===== config.mk =====
export PLATFORM = sky130hd
export DESIGN_NAME = rbc_arith
export DESIGN_NICKNAME = d
export VERILOG_FILES = /design/src/hdl/rbc_pkg.sv /design/src/hdl/rbc_arith.sv
export SDC_FILE = /design/constraint.sdc
export NUM_CORES = 1
export LEC_CHECK = 0
export ABC_AREA = 1
export BUFFER_PORTS_ARGS = -buffer_cell sky130_fd_sc_hd__buf_2
export CAP_MARGIN = 5
export CORE_MARGIN = 3
export CORE_UTILIZATION = 36
export CTS_CLUSTER_SIZE = 24
export DETAILED_ROUTE_END_ITERATION = 7
export SETUP_SLACK_MARGIN = 0.05
export SYNTH_ARGS = -nofsm -noshare
export SYNTH_HDL_FRONTEND = slang
export SYNTH_SLANG_ARGS = --single-unit

===== constraint.sdc =====
create_clock -name clk -period 6.4 [get_ports clk]
set_clock_uncertainty 0.1 [all_clocks]
set_input_delay 0.32 -clock clk [delete_from_list [all_inputs] [get_ports clk]]
set_output_delay 0.32 -clock clk [all_outputs]
set_load 0.005 [all_outputs]

===== src/hdl/rbc_pkg.sv =====
// Package with shared constants, types and the sequencer state type.
`timescale 1ns / 1ps
package rbc_pkg;
    localparam int MAX_POINTS = 1024;
    localparam int ADDR_BITS  = $clog2(MAX_POINTS);
    localparam int CNT_BITS   = ADDR_BITS + 1;
    localparam int COORD_BITS = 16;
    localparam int FRAC_BITS  = 8;
    // Working width for fixed point coordinates and deltas.
    localparam int FIX_BITS   = COORD_BITS + FRAC_BITS + 2;
    // Width of squared sums.
    localparam int SQ_BITS    = 2 * FIX_BITS;
    localparam int RAD_BITS   = FIX_BITS;

    typedef logic signed [COORD_BITS-1:0] coord_t;
    typedef logic signed [FIX_BITS-1:0]   fix_t;
    typedef logic [SQ_BITS-1:0]           sq_t;
    typedef logic [RAD_BITS-1:0]          rad_t;
    typedef logic [ADDR_BITS-1:0]         addr_t;

    typedef enum logic [4:0] {
        ST_LOAD, ST_P1_RD, ST_P1_RUN, ST_P1_LAST, ST_SEL_RD0, ST_SEL_RD1,
        ST_SEL_RD2, ST_SEL_RD3, ST_SEL_CMP, ST_SEED_RD0, ST_SEED_RD1,
        ST_SEED_CALC, ST_SEED_SQ, ST_SEED_SQRT, ST_P2_RD, ST_P2_WAIT,
        ST_P2_DELTA, ST_P2_SQ, ST_P2_CMP, ST_P2_SQRT, ST_P2_STEP,
        ST_P2_MUL, ST_P2_DIV, ST_P2_UPD, ST_OUT
    } state_t;

    // Start commands to the iterative arithmetic unit.
    typedef struct packed {
        logic start_sqrt;
        logic start_div;
    } arith_cmd_t;
endpackage


===== src/hdl/rbc_arith.sv =====
// Iterative square root and unsigned divide, one bit per cycle.
`timescale 1ns / 1ps
module rbc_arith
    import rbc_pkg::*;
(
    input  logic       clk,
    input  logic       rst_n,
    input  arith_cmd_t cmd,
    input  sq_t        opa,
    input  sq_t        opb,
    output sq_t        result,
    output logic       busy
);
    localparam int STEP_BITS = $clog2(SQ_BITS + 1);

    logic       busy_reg, busy_next;
    logic       is_sqrt_reg, is_sqrt_next;
    logic [STEP_BITS-1:0] cnt_reg, cnt_next;
    sq_t        num_reg, num_next;
    sq_t        den_reg, den_next;
    logic [SQ_BITS:0] rem_reg, rem_next;
    sq_t        quo_reg, quo_next;
    logic [SQ_BITS+1:0] trial;

    // One restoring step per cycle for either operation.
    always_comb
    begin
        busy_next    = busy_reg;
        is_sqrt_next = is_sqrt_reg;
        cnt_next     = cnt_reg;
        num_next     = num_reg;
        den_next     = den_reg;
        rem_next     = rem_reg;
        quo_next     = quo_reg;
        trial        = '0;
        if (cmd.start_sqrt || cmd.start_div)
        begin
            busy_next    = 1'b1;
            is_sqrt_next = cmd.start_sqrt;
            num_next     = opa;
            den_next     = opb;
            rem_next     = '0;
            quo_next     = '0;
            cnt_next     = cmd.start_sqrt ? STEP_BITS'(SQ_BITS / 2) : STEP_BITS'(SQ_BITS);
        end
        else if (busy_reg)
        begin
            if (is_sqrt_reg)
            begin
                // The partial remainder stays far below the top bits, so bit
                // SQ_BITS+1 of the difference serves as its sign.
                trial = {rem_reg[SQ_BITS-1:0], num_reg[SQ_BITS-1 -: 2]}
                        - {quo_reg[SQ_BITS-1:0], 2'b01};
                num_next = {num_reg[SQ_BITS-3:0], 2'b00};
                if (!trial[SQ_BITS+1])
                begin
                    rem_next = trial[SQ_BITS:0];
                    quo_next = {quo_reg[SQ_BITS-2:0], 1'b1};
                end
                else
                begin
                    rem_next = {rem_reg[SQ_BITS-2:0], num_reg[SQ_BITS-1 -: 2]};
                    quo_next = {quo_reg[SQ_BITS-2:0], 1'b0};
                end
            end
            else
            begin
                trial = {1'b0, rem_reg[SQ_BITS-1:0], num_reg[SQ_BITS-1]}
                        - {2'b00, den_reg};
                num_next = {num_reg[SQ_BITS-2:0], 1'b0};
                if (!trial[SQ_BITS+1])
                begin
                    rem_next = trial[SQ_BITS:0];
                    quo_next = {quo_reg[SQ_BITS-2:0], 1'b1};
                end
                else
                begin
                    rem_next = {rem_reg[SQ_BITS-1:0], num_reg[SQ_BITS-1]};
                    quo_next = {quo_reg[SQ_BITS-2:0], 1'b0};
                end
            end
            cnt_next = cnt_reg - 1'b1;
            if (cnt_reg == STEP_BITS'(1))
            begin
                busy_next = 1'b0;
            end
        end
    end

    // Control and datapath registers.
    always_ff @(posedge clk or negedge rst_n)
    begin
        if (!rst_n)
        begin
            busy_reg <= 1'b0;
            cnt_reg  <= '0;
        end
        else
        begin
            busy_reg <= busy_next;
            cnt_reg  <= cnt_next;
        end
    end

    always_ff @(posedge clk)
    begin
        is_sqrt_reg <= is_sqrt_next;
        num_reg     <= num_next;
        den_reg     <= den_next;
        rem_reg     <= rem_next;
        quo_reg     <= quo_next;
    end

    assign result = quo_reg;
    assign busy   = busy_reg;
endmodule


==> impl_metrics.json, run 1 <==
{
  "leakage_nw": 12.42,
  "finalPower_mw": 11.96,
  "grt_pass1_wl_mm": 96.28,
  "num_io_pins": 161,
  "grt-ovfl-total": 0,
  "firstDrtPassIters": 6,
  "drtAntennaViolNets": 0,
  "synth_cell_types": 47,
  "ir_drop_mv": 0.7589,
  "seq_area_frac_synth": 0.2848,
  "grt_pass1_vias": 18100,
  "relSlewSlack": 0.3580,
  "layout_commonest_cell": "nand2_1",
  "cp-end-kind": "register",
  "drt_iter0_drc": 1314,
  "synth_top_cell_area_share": 0.2345,
  "fin_nets": 3605,
  "setup_tns_ns": 0,
  "path_class": "input port to register",
  "crit_top_cell": "buf_4",
  "wl_per_cell_um": 15.05,
  "core_sq_um": 51720,
  "row_count": 83,
  "antenna_found_initial": 0,
  "layout_common_cells": "nand2_1 (1187), inv_1 (625), nor2_1 (280)",
  "portBuffers": 160,
  "num_vias": 19410,
  "drcViolationCount": 0,
  "worst_path_max_delay_cell": "buf_4",
  "syn_avg_cell_area_sq_um": 6.033,
  "ys_ff_latch": 216,
  "hp-class": "input port to register",
  "drive_gt1_frac": 0.08707,
  "die_w_um": 235.7,
  "crit_arrival_ns": 4.46,
  "cts_buffers": 27,
  "reg2reg_depth": 17,
  "cts_resized": 0,
  "finalHoldViolations": 0,
  "report.final.slew_viol_count": 0,
  "grt.total_usage": 0.2150,
  "die_h_um": 235.7,
  "grt_max_degree": 80,
  "setup_violations": 0,
  "cts_buffer_depth": 3,
  "critPathLaunchType": "input port",
  "maxCapViolations": 0,
  "ys_top_cells_by_area": "nand2_1 (23%), edfxtp_1 (17%), inv_1 (12%)",
  "clk_pin_slew_ns": 0.07,
  "insertion_delay_ns": 0.60,
  "ys_warn_count": 0,
  "synth_largest_area_cell": "nand2_1",
  "dieArea_sq_um": 55560,
  "critPathMaxStageDelay_ns": 0.76,
  "final.period_utilization": 0.6380,
  "syn2layout_area_growth_pct": 17.51,
  "worstPathMaxFanout": 79,
  "clock-sinks": 216,
  "diodes": 0,
  "htreeDepth": 1,
  "synth_nets": 3364,
  "gp_congestion": 0.9789,
  "post-route-min-period_ns": 4.083,
  "status": "finished, final reports clean",
  "tightest_slew_ns": 0.9631,
  "synthCells": 3149,
  "syn_area_sq_um": 19000,
  "cts_tree": "yes",
  "via_per_inst": 4.745,
  "initial_core_util": 0.3673,
  "dp.final_hpwl_mm": 48.99,
  "required_ns": 6.77,
  "clock.fmax_mhz": 244.9,
  "path_cells": "dlygate4sd3_1 -> buf_2 -> nor2_4 -> buf_4 -> inv_4 -> nor2_4 -> buf_4 -> inv_4 -> buf_4 -> o21ai_0 -> nand2_1 -> o31ai_1 -> dlygate4sd3_1",
  "hold_depth": 2,
  "cts_root_buffer": "clkbuf_16",
  "wl_mm": 61.56,
  "p_per_area_nw_per_um2": 536.0,
  "fin_util": 0.4317,
  "rsz0062_at_grt": "false"
}
[repair_timing]
item	in CTS	in global routing
endpoints found under the hold margin	114	0
hold buffers	109	0
buffers inserted	0	0
[logic make-up after synthesis]
group / count (synthesis) / share of synthesized area
DFF: 216 / 0.2848
xor gates and xnor gates: 55 / 0.02536
AOI/OAI and AO/OA: 345 / 0.1036
adders and majority gates: 107 / 0.07087
buffers and inverters: 702 / 0.1477
and+or+nand+nor: 1724 / 0.3677
[metrics by stage]
stage          area, sq um  hold slack [ns]  instances  setup WS [ns]
2_1_floorplan        19000         -0.07559       3149          3.555
3_3_place_gp         20320          0.06680       3932          2.798
4_1_cts              22320           0.3125       4091          2.317
5_1_grt              22320           0.3293       4091          2.000
6_report             22320           0.3359       4091          2.317
3_5_place_dp         20320          0.06025       3932          2.802
[cell type report]
cell class                      instances  area (sq um)
Clock buffer                           35         735.7
Sequential cell                       216          5410
Timing Repair Buffer                  279          1967
Fill cell                            5614         29390
Tap cell                              680         850.8
Clock inverter                         15         172.7
Multi-Input combinational cell       2231         10800
Inverter                              635          2389
[Yosys cell counts (all sizes together)]
cell and n:
o21a 1, o211ai 2, nand4 27, o22ai 50, nand3 153, nor3 26, clkinv 1, inv 634
a21oi 137, nor4 2, clkbuf 34, o31ai 1, dlygate4sd1 1, ha 106, a41oi 1, o21bai 15
dfrtp 7, o221ai 1, xor2 49, o21ai 133, fa 1, o311ai 1, nand2 1210, and2 5
dfxtp 104, nand3b 6, or2 1, xnor2 6, nor2 294, a21o 3, edfxtp 105, buf 32
[routing by layer]
layer,GRT usage,share of wire,wire [um]
met1,0.3037,0.48,29400
met2,0.3459,0.43,26600
met3,0.02296,0.058,3581
met4,0.06416,0.032,1974
met5,0,0,0
[where the power goes]
| group | switching [mW] | leakage [nW] | internal [mW] |
|---|---|---|---|
| sequential | 0.212 | 2.02 | 1.62 |
| combinational | 5.86 | 9.95 | 2.69 |
| clock | 0.650 | 0.448 | 0.935 |
| total | 6.72 | 12.4 | 5.24 |
[critical path, delay by kind of cell]
kind	cells	cell delay, ns
and+or+nand+nor	3	0.18
buffers and inverters	8	3.59
AOI/OAI and AO/OA	2	0.29
[final timing paths]
path | start | endpoint | slack, ns
worst min-delay path | opb[6] | den_reg[6] | 0.34
worst min register to register | result[51] | result[51] | 0.42
min in group asynchronous | rst_n | cnt_reg[0] | 0.60
max in group asynchronous | rst_n | cnt_reg[1] | 5.35
worst max register to register | num_reg[51] | rem_reg[41] | 3.17
worst max-delay path | cmd[1] | cnt_reg[2] | 2.32
(Power assumes the default switching activity.)
==> run 2, diff against run 1 <==
clock period = 3.9 ns   (was 6.4 ns; I/O delays follow)
==> run 2 against run 1 <==
Against the previous run:
- clock-buffer cell count unchanged
- combinational power rose by 67%
- die area stayed put
- flip-flop and latch count did not move
- largest power group unchanged
- largest cell class unchanged
- sequential share of layout area is 0.24 points lower
==> impl_metrics.json, run 2 (same netlist as run 1, synthesis figures left out) <==
{
  "regToRegSetupSlack_ns": 0.73,
  "firstDrtPassIters": 5,
  "clock-sinks": 216,
  "dp.final_hpwl_mm": 49.71,
  "portBuffers": 160,
  "cts_root_buffer": "clkbuf_16",
  "cts_tree": "yes",
  "num_vias": 19600,
  "wl_met1_mm": 30.03,
  "dr_wl_met3_mm": 3.648,
  "netSwitchingPower_mw": 11.26,
  "cp-end-kind": "register",
  "drt_iter0_drc": 1396,
  "clock.fmax_mhz": 315.7,
  "insertion_delay_ns": 0.58,
  "cts_buffer_depth": 3,
  "setup_violations": 0,
  "postCtsSetupBuffers": 0,
  "wl_mm": 62.89,
  "combPwrFrac": 0.701,
  "drive_gt1_frac": 0.08819,
  "antenna_found_initial": 0,
  "wl_per_cell_um": 15.36,
  "crit_arrival_ns": 3.58,
  "hp-class": "input port to register",
  "core_sq_um": 51720,
  "layout_common_cells": "nand2_1 (1187), inv_1 (625), nor2_1 (280)",
  "critPathLaunchType": "register",
  "grt.total_usage": 0.2198,
  "fin_util": 0.4359,
  "setup_tns_ns": 0,
  "cts_resized": 0,
  "drtAntennaViolNets": 0,
  "htreeDepth": 1,
  "diodes": 0,
  "syn2layout_area_growth_pct": 18.68,
  "worstPathMaxFanout": 33,
  "report.final.slew_viol_count": 0,
  "nFillCells": 5529,
  "finalHoldViolations": 0,
  "fin_nets": 3606,
  "reg2reg_depth": 17,
  "dieArea_sq_um": 55560,
  "die_h_um": 235.7,
  "row_count": 83,
  "layout_commonest_cell": "nand2_1",
  "multi_input_area_sq_um": 10800,
  "leakage_nw": 12.51,
  "via_per_inst": 4.789,
  "top_layer": "met4",
  "tightest_slew_ns": 0.9602,
  "p_clk_frac": 0.150,
  "initial_core_util": 0.3673,
  "register_area_sq_um": 5410,
  "relSlewSlack": 0.3599,
  "grt_pass1_vias": 18390,
  "gp_congestion": 0.9716,
  "swShare": 0.5533,
  "num_io_pins": 161,
  "required_ns": 4.31,
  "maxCapViolations": 0,
  "grt_max_degree": 82,
  "route.met2.wl_mm": 27.26,
  "final.period_utilization": 0.8121,
  "p_seq_frac": 0.148,
  "grt-ovfl-total": 0,
  "grt_pass1_wl_mm": 98.61,
  "cts_buffers": 28,
  "internal-power_mw": 9.090,
  "p_per_area_nw_per_um2": 902.6,
  "clk_pin_slew_ns": 0.06,
  "status": "finished, final reports clean",
  "rsz0062_at_grt": "false",
  "ir_drop_mv": 0.8941,
  "drcViolationCount": 0,
  "hold_depth": 2,
  "post-route-min-period_ns": 3.167,
  "die_w_um": 235.7,
  "path_class": "register to register"
}
[run 2: metrics by stage]
step | std cells | hold slack [ns] | cell area [sq um] | setup WS (ns) | total power [mW]
2_1_floorplan | 3149 | -0.2006 | 19000 | 1.131 | 13.79
3_3_place_gp | 3933 | -0.05884 | 20370 | 0.8072 | 16.96
3_5_place_dp | 3933 | -0.05625 | 20370 | 0.8103 | 16.98
4_1_cts | 4093 | 0.1669 | 22550 | 0.7530 | 20.25
5_1_grt | 4093 | 0.1758 | 22550 | 0.4738 | 22.38
6_report | 4093 | 0.2181 | 22550 | 0.7329 | 20.35
[run 2: what timing repair did]
action,in CTS,in global routing
endpoints found under the hold margin,116,0
endpoints found under the setup margin,0,0
hold buffers,108,0
[run 2: power groups by stage]
stage	sequential [mW]	clock [mW]	combinational, mW
detailed placement	3.03	0	13.9
CTS	2.99	3.14	14.1
global placement	3.03	0	13.9
finish	3.01	3.06	14.3
floorplan	2.84	0	10.9
global route	3.03	3.22	16.1
[run 2: path summary, 6_finish.rpt]
check / from / to
worst min-delay path: opb[38] / den_reg[38]
worst min register to register: rem_reg[41] / rem_reg[41]
worst max-delay path: num_reg[51] / rem_reg[16]
min in group asynchronous: rst_n / busy
worst max register to register: num_reg[51] / rem_reg[16]
max in group asynchronous: rst_n / cnt_reg[2]
[run 2: critical path, cell delays in order, from the launching register on]
cell and delay (ns):
edfxtp_1 0.49, inv_1 0.19, ha_1 0.17, inv_1 0.10, nand3_1 0.09, nand3_1 0.19, nand2_1 0.11, nand2_1 0.13
nand2_1 0.12, nand3_2 0.14, nand2_1 0.14, nand3_2 0.40, buf_12 0.34, nor2_1 0.13, a21oi_2 0.05, nand2_1 0.07
nand2_1 0.05, nand2_1 0.07
[run 2: per-layer routing]
| layer | GRT usage | vias to the layer above |
|---|---|---|
| met5 | 0 | - |
| met4 | 0.06305 | 0 |
| met3 | 0.02238 | 92 |
| met2 | 0.3486 | 620 |
| met1 | 0.3164 | 8683 |
| li1 | - | 10210 |
[run 2: cell type report]
cell class              instances  share of cell area
clock buffers                  35             0.03313
clock inverters                17             0.01543
inverters                     635              0.1059
multi-input cells            2231              0.4790
flip-flops and latches        216              0.2400
well taps                     680             0.03774
repair buffers                279             0.08880
==> run 3, diff against run 2 <==
clock period = 3.3 ns   (was 3.9 ns; I/O delays follow)
==> run 3 against run 2 <==
Against the previous run:
- clock-buffer cell count decreased by 1
- maximum frequency rose by 7.8%
- wire length is 1.7% higher
- critical endpoint is now rem_reg[47]
- core utilization hardly changed
- register-to-register slack got worse by 0.37 ns
- final cell count increased by 0.22%
- total power is 17% higher
- sequential power grew 18%
- non-clock buffer count grew 9
- first-iteration DRC count up 3.1%
==> impl_metrics.json, run 3 (same netlist as run 1, synthesis figures left out) <==
{
  "post-route-min-period_ns": 2.939,
  "syn2layout_area_growth_pct": 18.61,
  "wl_per_cell_um": 15.60,
  "status": "finished, final reports clean",
  "path_cells": "ha_1 -> nand2_1 -> inv_1 -> a21oi_1 -> nand2_1 -> nand2_1 -> nand3_1 -> nand2_1 -> nand2_1 -> nor2_4 -> nor2_8 -> buf_12 -> a21oi_1 -> nand2_1 -> nand2_1 -> nand2_1",
  "finalHoldViolations": 0,
  "initial_core_util": 0.3673,
  "crit_top_cell": "nand2_1",
  "path_delay_family": "simple AND/OR/NAND/NOR gates",
  "cts_tree": "yes",
  "htreeDepth": 1,
  "hold_slack_ns": 0.1916,
  "grt_max_degree": 69,
  "num_vias": 19500,
  "place_area_sq_um": 20450,
  "grt_pass1_wl_mm": 100.9,
  "setup_tns_ns": 0,
  "stdcell_count": 4102,
  "p_per_area_nw_per_um2": 1059,
  "cts_buffer_depth": 3,
  "dieArea_sq_um": 55560,
  "num_io_pins": 161,
  "via_per_inst": 4.753,
  "post-route-cell-area_sq_um": 22530,
  "antenna_found_initial": 1,
  "grt_pass1_vias": 18740,
  "critPathLaunchType": "register",
  "core_sq_um": 51720,
  "tightest_slew_ns": 0.8704,
  "drive_gt1_frac": 0.09088,
  "drtAntennaViolNets": 0,
  "final.period_utilization": 0.8906,
  "required_ns": 3.66,
  "die_h_um": 235.7,
  "wl_mm": 63.98,
  "path_class": "register to register",
  "insertion_delay_ns": 0.58,
  "cp-end-kind": "register",
  "clk_pin_slew_ns": 0.06,
  "regToRegSetupSlack_ns": 0.36,
  "relSlewSlack": 0.4198,
  "hp-class": "input port to register",
  "portBuffers": 160,
  "cts_root_buffer": "clkbuf_16",
  "setup_slack_ns": 0.3611,
  "grt.total_usage": 0.2246,
  "gp_congestion": 0.9861,
  "report.final.slew_viol_count": 0,
  "dpl_worst_slack_ns": 0.2490,
  "row_count": 83,
  "drt_iter0_drc": 1439,
  "layout_common_cells": "nand2_1 (1187), inv_1 (624), nor2_1 (280)",
  "worst_path_max_delay_cell": "dfxtp_1",
  "critPathMaxStageDelay_ns": 0.54,
  "clock.fmax_mhz": 340.3,
  "drcViolationCount": 0,
  "diodes": 0,
  "clock-sinks": 216,
  "crit_arrival_ns": 3.30,
  "layout_commonest_cell": "nand2_1",
  "fin_nets": 3615,
  "dp.final_hpwl_mm": 50.58,
  "worstPathMaxFanout": 16,
  "finalPower_mw": 23.86,
  "fin_util": 0.4357,
  "dpl.cell_count": 3941,
  "leakage_nw": 12.52,
  "grt-ovfl-total": 0,
  "die_w_um": 235.7,
  "cts_buffers": 28,
  "firstDrtPassIters": 5,
  "ir_drop_mv": 1.337,
  "critical_path_buf_inv_count": 2,
  "maxCapViolations": 0,
  "rsz0062_at_grt": "false",
  "setup_violations": 0
}
run 3: changes by cell type in the layout (fill, tap and decap cells not counted), moves of 2 or more:
cell,change
clkinv_2,+4
clkinv_4,+3
buf_12,+2
inv_6,-2
bufinv_16,-4
buf_4,+7
run 3: what timing repair did:
action / CTS / global route
setup endpoints to repair: 0 / 8
hold buffers: 108 / 0
gates resized for setup: 0 / 2
hold endpoints to repair: 116 / 0
setup buffers: 0 / 1
run 3: final cells by class:
| class | instances | area, sq um |
|---|---|---|
| Fill cell | 5543 | 29180 |
| Clock inverter | 18 | 237.7 |
| Timing Repair Buffer | 288 | 2095 |
| Tap cell | 680 | 850.8 |
| Multi-Input combinational cell | 2231 | 10810 |
| Sequential cell | 216 | 5410 |
| Inverter | 635 | 2389 |
| Clock buffer | 34 | 743.2 |
run 3: layer usage:
metal  track usage  vias up  routed length (um)
li1              -    10200                   -
met5             0        -                   0
met1        0.3177     8610               30430
met3       0.02601      121                3773
met2        0.3573      563               27540
met4       0.07153        0                2227
run 3: where the power goes:
part           switching [mW]  internal [mW]  leakage, nW  total [mW]
sequential              0.410           3.14         2.02        3.55
clock                    1.29           1.99        0.481        3.28
combinational            11.7           5.37         10.0        17.0
total                    13.4           10.5         12.5        23.9
run 3: path summary, 6_finish.rpt:
kind                        startpoint          end  cells after the start
min in group asynchronous        rst_n   cnt_reg[0]                      3
hold / removal                  opb[7]   den_reg[7]                      2
setup / recovery           rem_reg[27]  rem_reg[47]                     16
hold reg to reg             result[51]   result[51]                      2
max in group asynchronous        rst_n   cnt_reg[5]                      3
setup reg to reg           rem_reg[27]  rem_reg[47]                     16
